$ cat src/hw/rtl/cws_pkg.sv
// ----------------------------------------------------------------------------
// cws_pkg: shared types and constants of the congestion window sender
// Field widths, function and result codes, register indexes and the
// command and status bundles between the controller and the datapath.
// ----------------------------------------------------------------------------
package cws_pkg;

  localparam int MAX_WINDOW = 32;
  localparam int SEQ_BITS   = 16;

  localparam int WIN_W   = $clog2(MAX_WINDOW + 1);
  localparam int FUNC_W  = 2;
  localparam int KIND_W  = 3;
  localparam int TOTAL_W = 16;
  localparam int THR_W   = 6;
  localparam int TICK_W  = 20;
  localparam int CFG_IDX_W  = 2;
  localparam int CFG_DATA_W = 20;

  localparam logic [WIN_W-1:0]  MAX_WINDOW_W  = WIN_W'(MAX_WINDOW);
  localparam logic [THR_W-1:0]  THR_RESET     = THR_W'(16);
  localparam logic [TICK_W-1:0] TIMEOUT_RESET = TICK_W'(1500);

  localparam logic [FUNC_W-1:0] FUNC_START = 2'd0;
  localparam logic [FUNC_W-1:0] FUNC_ACK   = 2'd1;
  localparam logic [FUNC_W-1:0] FUNC_TICK  = 2'd2;

  localparam logic [KIND_W-1:0] KIND_NONE    = 3'd0;
  localparam logic [KIND_W-1:0] KIND_SEND    = 3'd1;
  localparam logic [KIND_W-1:0] KIND_RESEND  = 3'd2;
  localparam logic [KIND_W-1:0] KIND_TIMEOUT = 3'd3;
  localparam logic [KIND_W-1:0] KIND_FIN     = 3'd4;
  localparam logic [KIND_W-1:0] KIND_ACK     = 3'd5;

  localparam logic [CFG_IDX_W-1:0] CFG_SEGMENT_TOTAL     = 2'd0;
  localparam logic [CFG_IDX_W-1:0] CFG_INITIAL_THRESHOLD = 2'd1;
  localparam logic [CFG_IDX_W-1:0] CFG_TIMEOUT_TICKS     = 2'd2;

  typedef struct packed {
    logic load;
    logic exec;
    logic burst_init;
    logic burst_step;
  } cws_cmd_t;

  typedef struct packed {
    logic burst_start;
    logic burst_last;
    logic out_free;
  } cws_sts_t;

endpackage

$ cat src/hw/rtl/cws_in_if.sv
// ----------------------------------------------------------------------------
// cws_in_if: input channel of the congestion window sender
// Valid and ready handshake carrying one function code and an ack number.
// ----------------------------------------------------------------------------
interface cws_in_if import cws_pkg::*; ();
  logic                valid;
  logic                ready;
  logic [FUNC_W-1:0]   func;
  logic [SEQ_BITS-1:0] ack_number;

  modport source (output valid, output func, output ack_number, input ready);
  modport sink   (input valid, input func, input ack_number, output ready);
endinterface

$ cat src/hw/rtl/cws_out_if.sv
// ----------------------------------------------------------------------------
// cws_out_if: result channel of the congestion window sender
// Valid and ready handshake carrying one send, resend, ack, timeout or finish order.
// ----------------------------------------------------------------------------
interface cws_out_if import cws_pkg::*; ();
  logic                valid;
  logic                ready;
  logic [KIND_W-1:0]   kind;
  logic [SEQ_BITS-1:0] seq_number;
  logic [WIN_W-1:0]    window_size;
  logic [THR_W-1:0]    threshold_now;
  logic                last;

  modport source (output valid, output kind, output seq_number, output window_size,
                  output threshold_now, output last, input ready);
  modport sink   (input valid, input kind, input seq_number, input window_size,
                  input threshold_now, input last, output ready);
endinterface

$ cat src/hw/rtl/cws_ctrl.sv
// ----------------------------------------------------------------------------
// cws_ctrl: sequencing controller of the congestion window sender
// Takes one beat at a time, runs a single-result step or walks a send burst
// one result per cycle while the output register has room.
// ----------------------------------------------------------------------------
module cws_ctrl import cws_pkg::*; (
  input  logic     clk,
  input  logic     rst_n,
  input  logic     in_valid,
  output logic     in_ready,
  input  cws_sts_t sts,
  output cws_cmd_t cmd
);

  localparam logic [1:0] ST_IDLE  = 2'd0;
  localparam logic [1:0] ST_EXEC  = 2'd1;
  localparam logic [1:0] ST_BURST = 2'd2;

  logic [1:0] state_r;
  logic [1:0] state_nxt;

  always_comb begin
    state_nxt = state_r;
    cmd       = '0;
    in_ready  = 1'b0;
    case (state_r)
      ST_IDLE: begin
        in_ready = 1'b1;
        if (in_valid) begin
          cmd.load  = 1'b1;
          state_nxt = ST_EXEC;
        end
      end
      ST_EXEC: begin
        if (sts.burst_start) begin
          cmd.burst_init = 1'b1;
          state_nxt      = ST_BURST;
        end else if (sts.out_free) begin
          cmd.exec  = 1'b1;
          state_nxt = ST_IDLE;
        end
      end
      ST_BURST: begin
        if (sts.out_free) begin
          cmd.burst_step = 1'b1;
          if (sts.burst_last) begin
            state_nxt = ST_IDLE;
          end
        end
      end
      default: begin
        state_nxt = ST_IDLE;
      end
    endcase
  end

  always_ff @(posedge clk) begin
    if (!rst_n) begin
      state_r <= ST_IDLE;
    end else begin
      state_r <= state_nxt;
    end
  end

  assert property (@(posedge clk) disable iff (!rst_n)
    cmd.load |=> state_r == ST_EXEC)
    else $error("beat accepted without moving to execute");

  assert property (@(posedge clk) disable iff (!rst_n)
    (cmd.burst_step && sts.burst_last) |=> in_ready)
    else $error("controller not idle after the last burst result");

  assert property (@(posedge clk) disable iff (!rst_n)
    $onehot0({cmd.load, cmd.exec, cmd.burst_init, cmd.burst_step}))
    else $error("more than one datapath command in a cycle");

endmodule

$ cat src/hw/rtl/cws_dp.sv
// ----------------------------------------------------------------------------
// cws_dp: datapath of the congestion window sender
// Holds configuration, window and round state, the captured beat and the
// output register, and applies the commands issued by the controller.
// ----------------------------------------------------------------------------
module cws_dp import cws_pkg::*; (
  input  logic                  clk,
  input  logic                  rst_n,
  input  logic                  cfg_we,
  input  logic [CFG_IDX_W-1:0]  cfg_index,
  input  logic [CFG_DATA_W-1:0] cfg_data,
  input  logic [FUNC_W-1:0]     in_func,
  input  logic [SEQ_BITS-1:0]   in_ack_number,
  output logic                  out_valid,
  input  logic                  out_ready,
  output logic [KIND_W-1:0]     out_kind,
  output logic [SEQ_BITS-1:0]   out_seq_number,
  output logic [WIN_W-1:0]      out_window_size,
  output logic [THR_W-1:0]      out_threshold_now,
  output logic                  out_last,
  input  cws_cmd_t              cmd,
  output cws_sts_t              sts
);

  logic [TOTAL_W-1:0]  total_r, total_nxt;
  logic [THR_W-1:0]    init_thr_r, init_thr_nxt;
  logic [TICK_W-1:0]   timeout_r, timeout_nxt;

  logic [SEQ_BITS-1:0] base_r, base_nxt;
  logic [SEQ_BITS:0]   hs_r, hs_nxt;
  logic [WIN_W-1:0]    window_r, window_nxt;
  logic [THR_W-1:0]    thr_r, thr_nxt;
  logic                below_r, below_nxt;
  logic [WIN_W-1:0]    sent_r, sent_nxt;
  logic [WIN_W-1:0]    acked_r, acked_nxt;
  logic                active_r, active_nxt;
  logic [TICK_W-1:0]   tick_r, tick_nxt;
  logic [WIN_W-1:0]    idx_r, idx_nxt;

  logic [FUNC_W-1:0]   func_r, func_nxt;
  logic [SEQ_BITS-1:0] ack_r, ack_nxt;

  logic                out_valid_r;
  logic [KIND_W-1:0]   kind_r;
  logic [SEQ_BITS-1:0] seq_r;
  logic [WIN_W-1:0]    win_out_r;
  logic [THR_W-1:0]    thr_out_r;
  logic                last_r;

  logic                wr;
  logic [KIND_W-1:0]   res_kind;
  logic [SEQ_BITS-1:0] res_seq;
  logic                res_last;

  logic [SEQ_BITS:0]   seq_sum;
  logic [SEQ_BITS:0]   next_sum;
  logic [SEQ_BITS-1:0] cur_seq;
  logic [WIN_W-1:0]    idx_inc;
  logic                is_new;
  logic [WIN_W-1:0]    win_grow;
  logic [WIN_W-1:0]    acked_inc;
  logic [TICK_W-1:0]   tick_inc;
  logic [WIN_W-1:0]    win_half;
  logic                below_now;

  assign seq_sum   = {1'b0, base_r} + (SEQ_BITS+1)'(idx_r);
  assign next_sum  = seq_sum + 1'b1;
  assign cur_seq   = seq_sum[SEQ_BITS-1:0];
  assign idx_inc   = idx_r + 1'b1;
  assign is_new    = hs_r[SEQ_BITS] || (cur_seq > hs_r[SEQ_BITS-1:0]);
  assign win_grow  = (window_r < MAX_WINDOW_W) ? window_r + 1'b1 : window_r;
  assign acked_inc = acked_r + 1'b1;
  assign tick_inc  = tick_r + 1'b1;
  assign win_half  = window_r >> 1;
  assign below_now = ((THR_W > WIN_W) ? THR_W'(window_r) : THR_W'(window_r)) < thr_r;

  assign sts.out_free    = !out_valid_r || out_ready;
  assign sts.burst_start = (func_r == FUNC_START) && !active_r
                           && ((SEQ_BITS+1)'(base_r) < (SEQ_BITS+1)'(total_r));
  assign sts.burst_last  = (idx_inc >= window_r) || (idx_inc >= MAX_WINDOW_W)
                           || (next_sum >= (SEQ_BITS+1)'(total_r));

  always_comb begin
    total_nxt    = total_r;
    init_thr_nxt = init_thr_r;
    timeout_nxt  = timeout_r;
    base_nxt     = base_r;
    hs_nxt       = hs_r;
    window_nxt   = window_r;
    thr_nxt      = thr_r;
    below_nxt    = below_r;
    sent_nxt     = sent_r;
    acked_nxt    = acked_r;
    active_nxt   = active_r;
    tick_nxt     = tick_r;
    idx_nxt      = idx_r;
    func_nxt     = func_r;
    ack_nxt      = ack_r;
    wr           = 1'b0;
    res_kind     = KIND_NONE;
    res_seq      = '0;
    res_last     = 1'b1;

    if (cmd.load) begin
      func_nxt = in_func;
      ack_nxt  = in_ack_number;
    end

    if (cmd.burst_init) begin
      idx_nxt = '0;
    end

    if (cmd.burst_step) begin
      wr       = 1'b1;
      idx_nxt  = idx_inc;
      res_seq  = cur_seq;
      res_last = sts.burst_last;
      if (is_new) begin
        res_kind = KIND_SEND;
        hs_nxt   = {1'b0, cur_seq};
      end else begin
        res_kind = KIND_RESEND;
      end
      if (sts.burst_last) begin
        sent_nxt   = idx_inc;
        acked_nxt  = '0;
        tick_nxt   = '0;
        active_nxt = 1'b1;
      end
    end

    if (cmd.exec) begin
      wr = 1'b1;
      case (func_r)
        FUNC_START: begin
          if (!active_r) begin
            res_kind = KIND_FIN;
          end
        end
        FUNC_ACK: begin
          if (active_r) begin
            below_nxt = below_now;
            if (ack_r == base_r) begin
              res_kind  = KIND_ACK;
              res_seq   = ack_r;
              base_nxt  = base_r + 1'b1;
              acked_nxt = acked_inc;
              if (below_now || (acked_inc == sent_r)) begin
                window_nxt = win_grow;
              end
              if (acked_inc == sent_r) begin
                active_nxt = 1'b0;
              end
            end
          end
        end
        FUNC_TICK: begin
          if (active_r) begin
            tick_nxt = tick_inc;
            if (tick_inc >= timeout_r) begin
              res_kind   = KIND_TIMEOUT;
              res_seq    = base_r;
              thr_nxt    = (win_half == '0) ? THR_W'(1) : THR_W'(win_half);
              window_nxt = WIN_W'(1);
              active_nxt = 1'b0;
              tick_nxt   = '0;
            end
          end
        end
        default: begin
          res_kind = KIND_NONE;
        end
      endcase
    end

    if (cfg_we) begin
      case (cfg_index)
        CFG_SEGMENT_TOTAL: begin
          total_nxt = cfg_data[TOTAL_W-1:0];
        end
        CFG_INITIAL_THRESHOLD: begin
          init_thr_nxt = cfg_data[THR_W-1:0];
          thr_nxt      = cfg_data[THR_W-1:0];
        end
        CFG_TIMEOUT_TICKS: begin
          timeout_nxt = cfg_data[TICK_W-1:0];
        end
        default: begin
          total_nxt = total_r;
        end
      endcase
    end
  end

  always_ff @(posedge clk) begin
    if (!rst_n) begin
      total_r     <= '0;
      init_thr_r  <= THR_RESET;
      timeout_r   <= TIMEOUT_RESET;
      base_r      <= '0;
      hs_r        <= '1;
      window_r    <= WIN_W'(1);
      thr_r       <= THR_RESET;
      below_r     <= 1'b1;
      sent_r      <= '0;
      acked_r     <= '0;
      active_r    <= 1'b0;
      tick_r      <= '0;
      idx_r       <= '0;
      out_valid_r <= 1'b0;
    end else begin
      total_r    <= total_nxt;
      init_thr_r <= init_thr_nxt;
      timeout_r  <= timeout_nxt;
      base_r     <= base_nxt;
      hs_r       <= hs_nxt;
      window_r   <= window_nxt;
      thr_r      <= thr_nxt;
      below_r    <= below_nxt;
      sent_r     <= sent_nxt;
      acked_r    <= acked_nxt;
      active_r   <= active_nxt;
      tick_r     <= tick_nxt;
      idx_r      <= idx_nxt;
      if (wr) begin
        out_valid_r <= 1'b1;
      end else if (out_ready) begin
        out_valid_r <= 1'b0;
      end
    end
  end

  always_ff @(posedge clk) begin
    func_r <= func_nxt;
    ack_r  <= ack_nxt;
    if (wr) begin
      kind_r    <= res_kind;
      seq_r     <= res_seq;
      win_out_r <= window_nxt;
      thr_out_r <= thr_nxt;
      last_r    <= res_last;
    end
  end

  assign out_valid         = out_valid_r;
  assign out_kind          = kind_r;
  assign out_seq_number    = seq_r;
  assign out_window_size   = win_out_r;
  assign out_threshold_now = thr_out_r;
  assign out_last          = last_r;

  assert property (@(posedge clk) disable iff (!rst_n)
    (cmd.burst_step && sts.burst_last) |=> active_r && (acked_r == '0))
    else $error("send burst finished without opening a round");

  assert property (@(posedge clk) disable iff (!rst_n)
    active_r |-> (sent_r != '0) && (acked_r < sent_r))
    else $error("round counters inconsistent while a round is open");

  assert property (@(posedge clk) disable iff (!rst_n)
    (window_r != '0) && (window_r <= MAX_WINDOW_W))
    else $error("congestion window out of range");

  assert property (@(posedge clk) disable iff (!rst_n)
    (cmd.burst_step && is_new) |=> hs_r == {1'b0, $past(cur_seq)})
    else $error("highest sent number not updated by a new send");

endmodule

$ cat src/hw/rtl/congestion_window_sender_top.sv
// ----------------------------------------------------------------------------
// congestion_window_sender_top: go-back-N sender with slow start
// Top level joining the sequencing controller and the window datapath.
// ----------------------------------------------------------------------------
// An ack, a tick or a start that gives a single order has its beat accepted,
// then its result computed into the output register. A start that opens a
// round has its beat accepted and the burst set up, then the controller walks
// the window one segment per cycle through the single output register while
// it has room, one send or resend order per segment. A result waiting at the
// output does not block the next beat from being accepted, but a stalled
// output holds the next result computation. Configuration writes land at
// once and must be made while the block is idle.
module congestion_window_sender_top import cws_pkg::*; (
  input  logic                  clk,
  input  logic                  rst_n,
  input  logic                  cfg_we,
  input  logic [CFG_IDX_W-1:0]  cfg_index,
  input  logic [CFG_DATA_W-1:0] cfg_data,
  cws_in_if.sink                in_if,
  cws_out_if.source             out_if
);

  cws_cmd_t cmd;
  cws_sts_t sts;

  cws_ctrl u_ctrl (
    .clk      (clk),
    .rst_n    (rst_n),
    .in_valid (in_if.valid),
    .in_ready (in_if.ready),
    .sts      (sts),
    .cmd      (cmd)
  );

  cws_dp u_dp (
    .clk               (clk),
    .rst_n             (rst_n),
    .cfg_we            (cfg_we),
    .cfg_index         (cfg_index),
    .cfg_data          (cfg_data),
    .in_func           (in_if.func),
    .in_ack_number     (in_if.ack_number),
    .out_valid         (out_if.valid),
    .out_ready         (out_if.ready),
    .out_kind          (out_if.kind),
    .out_seq_number    (out_if.seq_number),
    .out_window_size   (out_if.window_size),
    .out_threshold_now (out_if.threshold_now),
    .out_last          (out_if.last),
    .cmd               (cmd),
    .sts               (sts)
  );

endmodule
$ cat src/flat_wrapper.sv
// flat-port wrapper written by rule: the top's interface ports become plain ports
module congestion_window_sender_top_flat import cws_pkg::*;
  (clk, rst_n, cfg_we, cfg_index, cfg_data, in_if_valid, in_if_func, in_if_ack_number, in_if_ready, out_if_valid, out_if_kind, out_if_seq_number, out_if_window_size, out_if_threshold_now, out_if_last, out_if_ready);
  cws_in_if in_if_i ();
  cws_out_if out_if_i ();
  input  logic clk;
  input  logic rst_n;
  input  logic cfg_we;
  input  logic [CFG_IDX_W-1:0] cfg_index;
  input  logic [CFG_DATA_W-1:0] cfg_data;
  input wire logic [$bits(in_if_i.valid)-1:0] in_if_valid;
  input wire logic [$bits(in_if_i.func)-1:0] in_if_func;
  input wire logic [$bits(in_if_i.ack_number)-1:0] in_if_ack_number;
  output wire logic [$bits(in_if_i.ready)-1:0] in_if_ready;
  output wire logic [$bits(out_if_i.valid)-1:0] out_if_valid;
  output wire logic [$bits(out_if_i.kind)-1:0] out_if_kind;
  output wire logic [$bits(out_if_i.seq_number)-1:0] out_if_seq_number;
  output wire logic [$bits(out_if_i.window_size)-1:0] out_if_window_size;
  output wire logic [$bits(out_if_i.threshold_now)-1:0] out_if_threshold_now;
  output wire logic [$bits(out_if_i.last)-1:0] out_if_last;
  input wire logic [$bits(out_if_i.ready)-1:0] out_if_ready;
  assign in_if_i.valid = in_if_valid;
  assign in_if_i.func = in_if_func;
  assign in_if_i.ack_number = in_if_ack_number;
  assign in_if_ready = in_if_i.ready;
  assign out_if_valid = out_if_i.valid;
  assign out_if_kind = out_if_i.kind;
  assign out_if_seq_number = out_if_i.seq_number;
  assign out_if_window_size = out_if_i.window_size;
  assign out_if_threshold_now = out_if_i.threshold_now;
  assign out_if_last = out_if_i.last;
  assign out_if_i.ready = out_if_ready;
  congestion_window_sender_top u_core (.clk(clk), .rst_n(rst_n), .cfg_we(cfg_we), .cfg_index(cfg_index), .cfg_data(cfg_data), .in_if(in_if_i), .out_if(out_if_i));
endmodule
$ cat config.mk
export PLATFORM = sky130hd
export DESIGN_NAME = congestion_window_sender_top_flat
export DESIGN_NICKNAME = d
export VERILOG_FILES = /design/src/hw/rtl/cws_pkg.sv /design/src/hw/rtl/cws_in_if.sv /design/src/hw/rtl/cws_out_if.sv /design/src/hw/rtl/cws_ctrl.sv /design/src/hw/rtl/cws_dp.sv /design/src/hw/rtl/congestion_window_sender_top.sv /design/src/flat_wrapper.sv
export SDC_FILE = /design/constraint.sdc
export NUM_CORES = 1
export LEC_CHECK = 0
export ABC_AREA = 0
export BUFFER_PORTS_ARGS = -buffer_cell sky130_fd_sc_hd__buf_2
export CORE_ASPECT_RATIO = 0.75
export CORE_MARGIN = 2
export CORE_UTILIZATION = 60
export CTS_CLUSTER_DIAMETER = 80
export CTS_CLUSTER_SIZE = 25
export DETAILED_ROUTE_END_ITERATION = 10
export GPL_TIMING_DRIVEN = 0
export PLACE_DENSITY_LB_ADDON = 0.15
export SLEW_MARGIN = 10
export SYNTH_ARGS = -nofsm -noshare
export SYNTH_HDL_FRONTEND = slang
export SYNTH_SLANG_ARGS = --single-unit
$ cat constraint.sdc
create_clock -name clk -period 7.2 [get_ports clk]
set_clock_uncertainty 0.15 [all_clocks]
set_input_delay 0.72 -clock clk [delete_from_list [all_inputs] [get_ports clk]]
set_output_delay 0.72 -clock clk [all_outputs]
set_load 0.01 [all_outputs]
==> impl_metrics.py <==
metrics = {
    "synth": {
        "synth_edf_count": 50,
        "synth_area_leader_cell": "dfxtp_1",
        "synthArstFlopShare": 0,
        "syn_area_per_cell_um2": 8.68,
        "synthCells": 1198,
        "yosysWarnings": 0,
        "ys_ff_latch": 173,
        "syn_area_um2": 10400,
        "syn-num-nets": 1338,
        "yosysTopAreaCellShare": 0.237,
        "synth_ff_type": "dfxtp_1",
        "ys_types": 76,
        "synthTopCellsByArea": "dfxtp_1, edfxtp_1, ha_1",
        "ys_seq_area_frac": 0.381,
    },
    "timing": {
        "setup-violations-final": 0,
        "drv_slew": 0,
        "setup-tns-final_ps": 0,
        "clock.fmax_ghz": 0.157,
        "worst_pin_slew_ps": 1300,
        "fin_crit_ps": 6350,
        "rsz0062_at_grt": "false",
        "slew_headroom": 0.129,
        "finalHoldViolCount": 0,
        "finalCritPeriodShare": 0.882,
        "hold_ws_ps": 304,
        "final.setup.worst_slack_ps": 849,
    },
    "finish": {
        "area_growth_pct": 11.7,
        "fillers": 1436,
        "final_cell_mix": "nand2_1, dfxtp_1, ha_1, buf_2, a21oi_1",
        "layout_commonest_cell": "nand2_1",
        "regArea_um2": 3960,
        "multi_input_comb_area_um2": 5930,
        "design_area_um2": 11600,
        "antenna_cells": 0,
        "nets": 1435,
        "layout-drive-gt1-share": 0.114,
    },
    "clock_tree": {
        "cts-buffers-inserted": 17,
        "cts_buffer_depth": 2,
        "root_buffer": "clkbuf_16",
        "clk_pin_slew_ps": 70,
        "hold_buffers": 0,
        "tritoncts": "built",
        "cts_setup_buffers": 0,
        "clk_latency_ps": 440,
        "cts_max_level": 4,
        "cts_resized": 0,
        "cts.sinks": 173,
    },
    "detailed_routing": {
        "drtIter0Drc": 1043,
        "wl_um": 29400,
        "vias_per_cell": 6.13,
        "wl_per_cell_um": 19.3,
        "dr_total_vias": 9336,
        "drcViolationCount": 0,
        "route.antenna.remaining_nets": 0,
        "first_pass_iters": 5,
    },
    "die": {
        "die_h_um": 118,
        "pin_count": 79,
        "die_area_um2": 18400,
        "start_util": 0.616,
        "row_count": 41,
        "die_x_um": 156,
        "core_area_um2": 16900,
    },
    "global_routing": {
        "grt_overflow_total": 0,
        "grt_max_degree": 33,
        "grt_pass1_vias": 8430,
        "grt_antenna_before_repair": 0,
        "grt_usage": 0.325,
        "grt_first_pass_wirelength_um": 46100,
    },
    "hold_path": {
        "hp-start": "in_if_ack_number[1]",
        "hold_path_class": "input port to flop",
        "min_to": "u_core.u_dp.ack_r[1]$_DFFE_PP_",
        "whs_path_depth": 1,
    },
    "setup_path": {
        "rr_worst_depth": 20,
        "rr_endpoint": "u_core.u_dp.tick_r[19]$_SDFF_PN0_",
        "crit_fanout": 10,
        "critical_path.startpoint_type": "flop",
        "crit_required_ps": 7440,
        "max_stage_delay_ps": 690,
        "path_cells": "ha_1 -> fa_1 -> a21o_1 -> a211oi_4 -> nor2_1 -> xor2_1 -> nand4_2 -> or4_4 -> nor2_2 -> xor2_1 -> ha_1 -> and3_1 -> nand3_1 -> nor4_1 -> or3_1 -> or4_1 -> o2bb2ai_2 -> nor3_2 -> buf_2 -> a21o_1",
        "worst-path-buf-inv": 1,
        "arrival_ps": 6590,
        "worstSetupPathType": "flop to flop",
        "crit_path_top_delay_cell": "xor2_1",
        "critPathTopFamily": "simple AND/OR/NAND/NOR gates",
        "cp-end-kind": "flop",
        "r2r_start": "u_core.u_dp.base_r[0]$_SDFFE_PN0P_",
        "r2r_slack_ps": 850,
    },
    "place": {
        "io_buffers": 78,
        "place_ws_ps": 960,
        "place.detailed.hpwl_um": 22600,
        "dpl_cell_area_um2": 11100,
        "gp_congestion": 0.964,
    },
    "power": {
        "p_total_mw": 2.10,
        "power_density_nw_per_um2": 181,
        "peakVddDrop_uv": 161,
        "p_leak_nw": 5.25,
    },
    "outcome": {
        "status": "completed",
    },
    "flow_run": {
        "maxCapViolCount": 0,
    },
}
-- kinds of logic (layout without fill, tap and decap cells) --
kind of cell    Yosys count  count (layout)  share of synthesized area
flops                   173             173                      0.381
simple gates            437             437                      0.206
buf+inv                 130             240                     0.0489
xor+xnor                 67              67                     0.0579
compound gates          285             285                      0.180
mux                      11              11                     0.0110
fa+ha+maj                95              95                      0.115
-- state kept, by name, summed over array words and instances (netlist names), 3 cells and up --
name / flops
u_core.u_dp.out_kind: 3
u_core.u_dp.out_threshold_now: 6
u_core.u_dp.ack_r: 16
u_core.u_dp.idx_r: 6
u_core.u_dp.hs_r: 17
u_core.u_dp.total_r: 16
u_core.u_dp.thr_r: 6
u_core.u_dp.out_seq_number: 16
u_core.u_dp.tick_r: 20
u_core.u_dp.sent_r: 6
u_core.u_dp.timeout_r: 20
u_core.u_dp.acked_r: 6
u_core.u_dp.window_r: 6
u_core.u_dp.base_r: 16
u_core.u_dp.out_window_size: 6
-- layer usage --
layer / routed length, um / track usage
met5: 35 / 0.0168
met4: 414 / 0.0751
met3: 3090 / 0.0943
met2: 12100 / 0.457
met1: 13800 / 0.490
-- cells in the mapped netlist (2+ instances only) --
| cell type | count |
|---|---|
| buf_2 | 10 |
| o2bb2ai_1 | 2 |
| clkbuf_1 | 36 |
| a22oi_1 | 22 |
| mux2i_1 | 8 |
| nor2_1 | 55 |
| nand3b_1 | 3 |
| nor2b_1 | 7 |
| nand3_1 | 60 |
| o21ai_0 | 58 |
| o21ba_2 | 2 |
| inv_1 | 81 |
| a31oi_1 | 4 |
| nor4_1 | 13 |
| a2111oi_0 | 3 |
| nand2_1 | 174 |
| edfxtp_1 | 50 |
| or3_1 | 12 |
| a211o_1 | 7 |
| mux2_2 | 3 |
| o211ai_1 | 15 |
| o31a_1 | 3 |
| nand2b_1 | 19 |
| a21oi_1 | 82 |
| a22o_1 | 3 |
| xnor2_2 | 2 |
| xnor2_1 | 36 |
| nand4_1 | 18 |
| xor2_1 | 29 |
| and3_1 | 17 |
| ha_1 | 94 |
| o21a_1 | 10 |
| and4_1 | 6 |
| or2_2 | 12 |
| nand4b_1 | 3 |
| nor3_2 | 2 |
| nor3_1 | 17 |
| and2_1 | 4 |
| a211oi_1 | 12 |
| o21ai_1 | 2 |
| dfxtp_1 | 123 |
| or4_1 | 3 |
| a21o_1 | 43 |
-- layout make-up --
type,count,area share
multi-input cells,895,0.510
flip-flops and latches,173,0.341
clock buffers,20,0.0376
repair buffers,78,0.0336
inverters,82,0.0265
well taps,215,0.0232
plain buffers,48,0.0172
clock inverters,12,0.0104
-- power breakdown --
part | internal [mW] | switching (mW) | total (mW) | leakage, nW
Clock | 0.507 | 0.399 | 0.906 | 0.257
Sequential | 1.03 | 0.0133 | 1.04 | 1.48
Combinational | 0.0510 | 0.0983 | 0.149 | 3.52
-- how the worst max path moves through the flow --
stage,from,end,slack (ps),cells past startpoint
finish,u_core.u_dp.base_r[0]$_SDFFE_PN0P_,u_core.u_dp.tick_r[19]$_SDFF_PN0_,850,20
global route,u_core.u_dp.base_r[0]$_SDFFE_PN0P_,u_core.u_dp.tick_r[18]$_SDFF_PN0_,580,20
CTS,u_core.u_dp.base_r[0]$_SDFFE_PN0P_,u_core.u_dp.tick_r[9]$_SDFF_PN0_,940,20
detailed placement,u_core.u_dp.base_r[0]$_SDFFE_PN0P_,u_core.u_dp.tick_r[9]$_SDFF_PN0_,960,20
global placement,u_core.u_dp.base_r[0]$_SDFFE_PN0P_,u_core.u_dp.tick_r[10]$_SDFF_PN0_,980,20
floorplan,u_core.u_dp.base_r[0]$_SDFFE_PN0P_,u_core.u_dp.tick_r[14]$_SDFF_PN0_,2100,20
-- per-stage QoR --
step                std cells   util
finish                   1523  0.688
CTS                      1523  0.688
global route             1523  0.688
global placement         1491  0.655
floorplan                1198      -
detailed placement       1491  0.655
No activity file was read; power rests on OpenSTA's default activity.
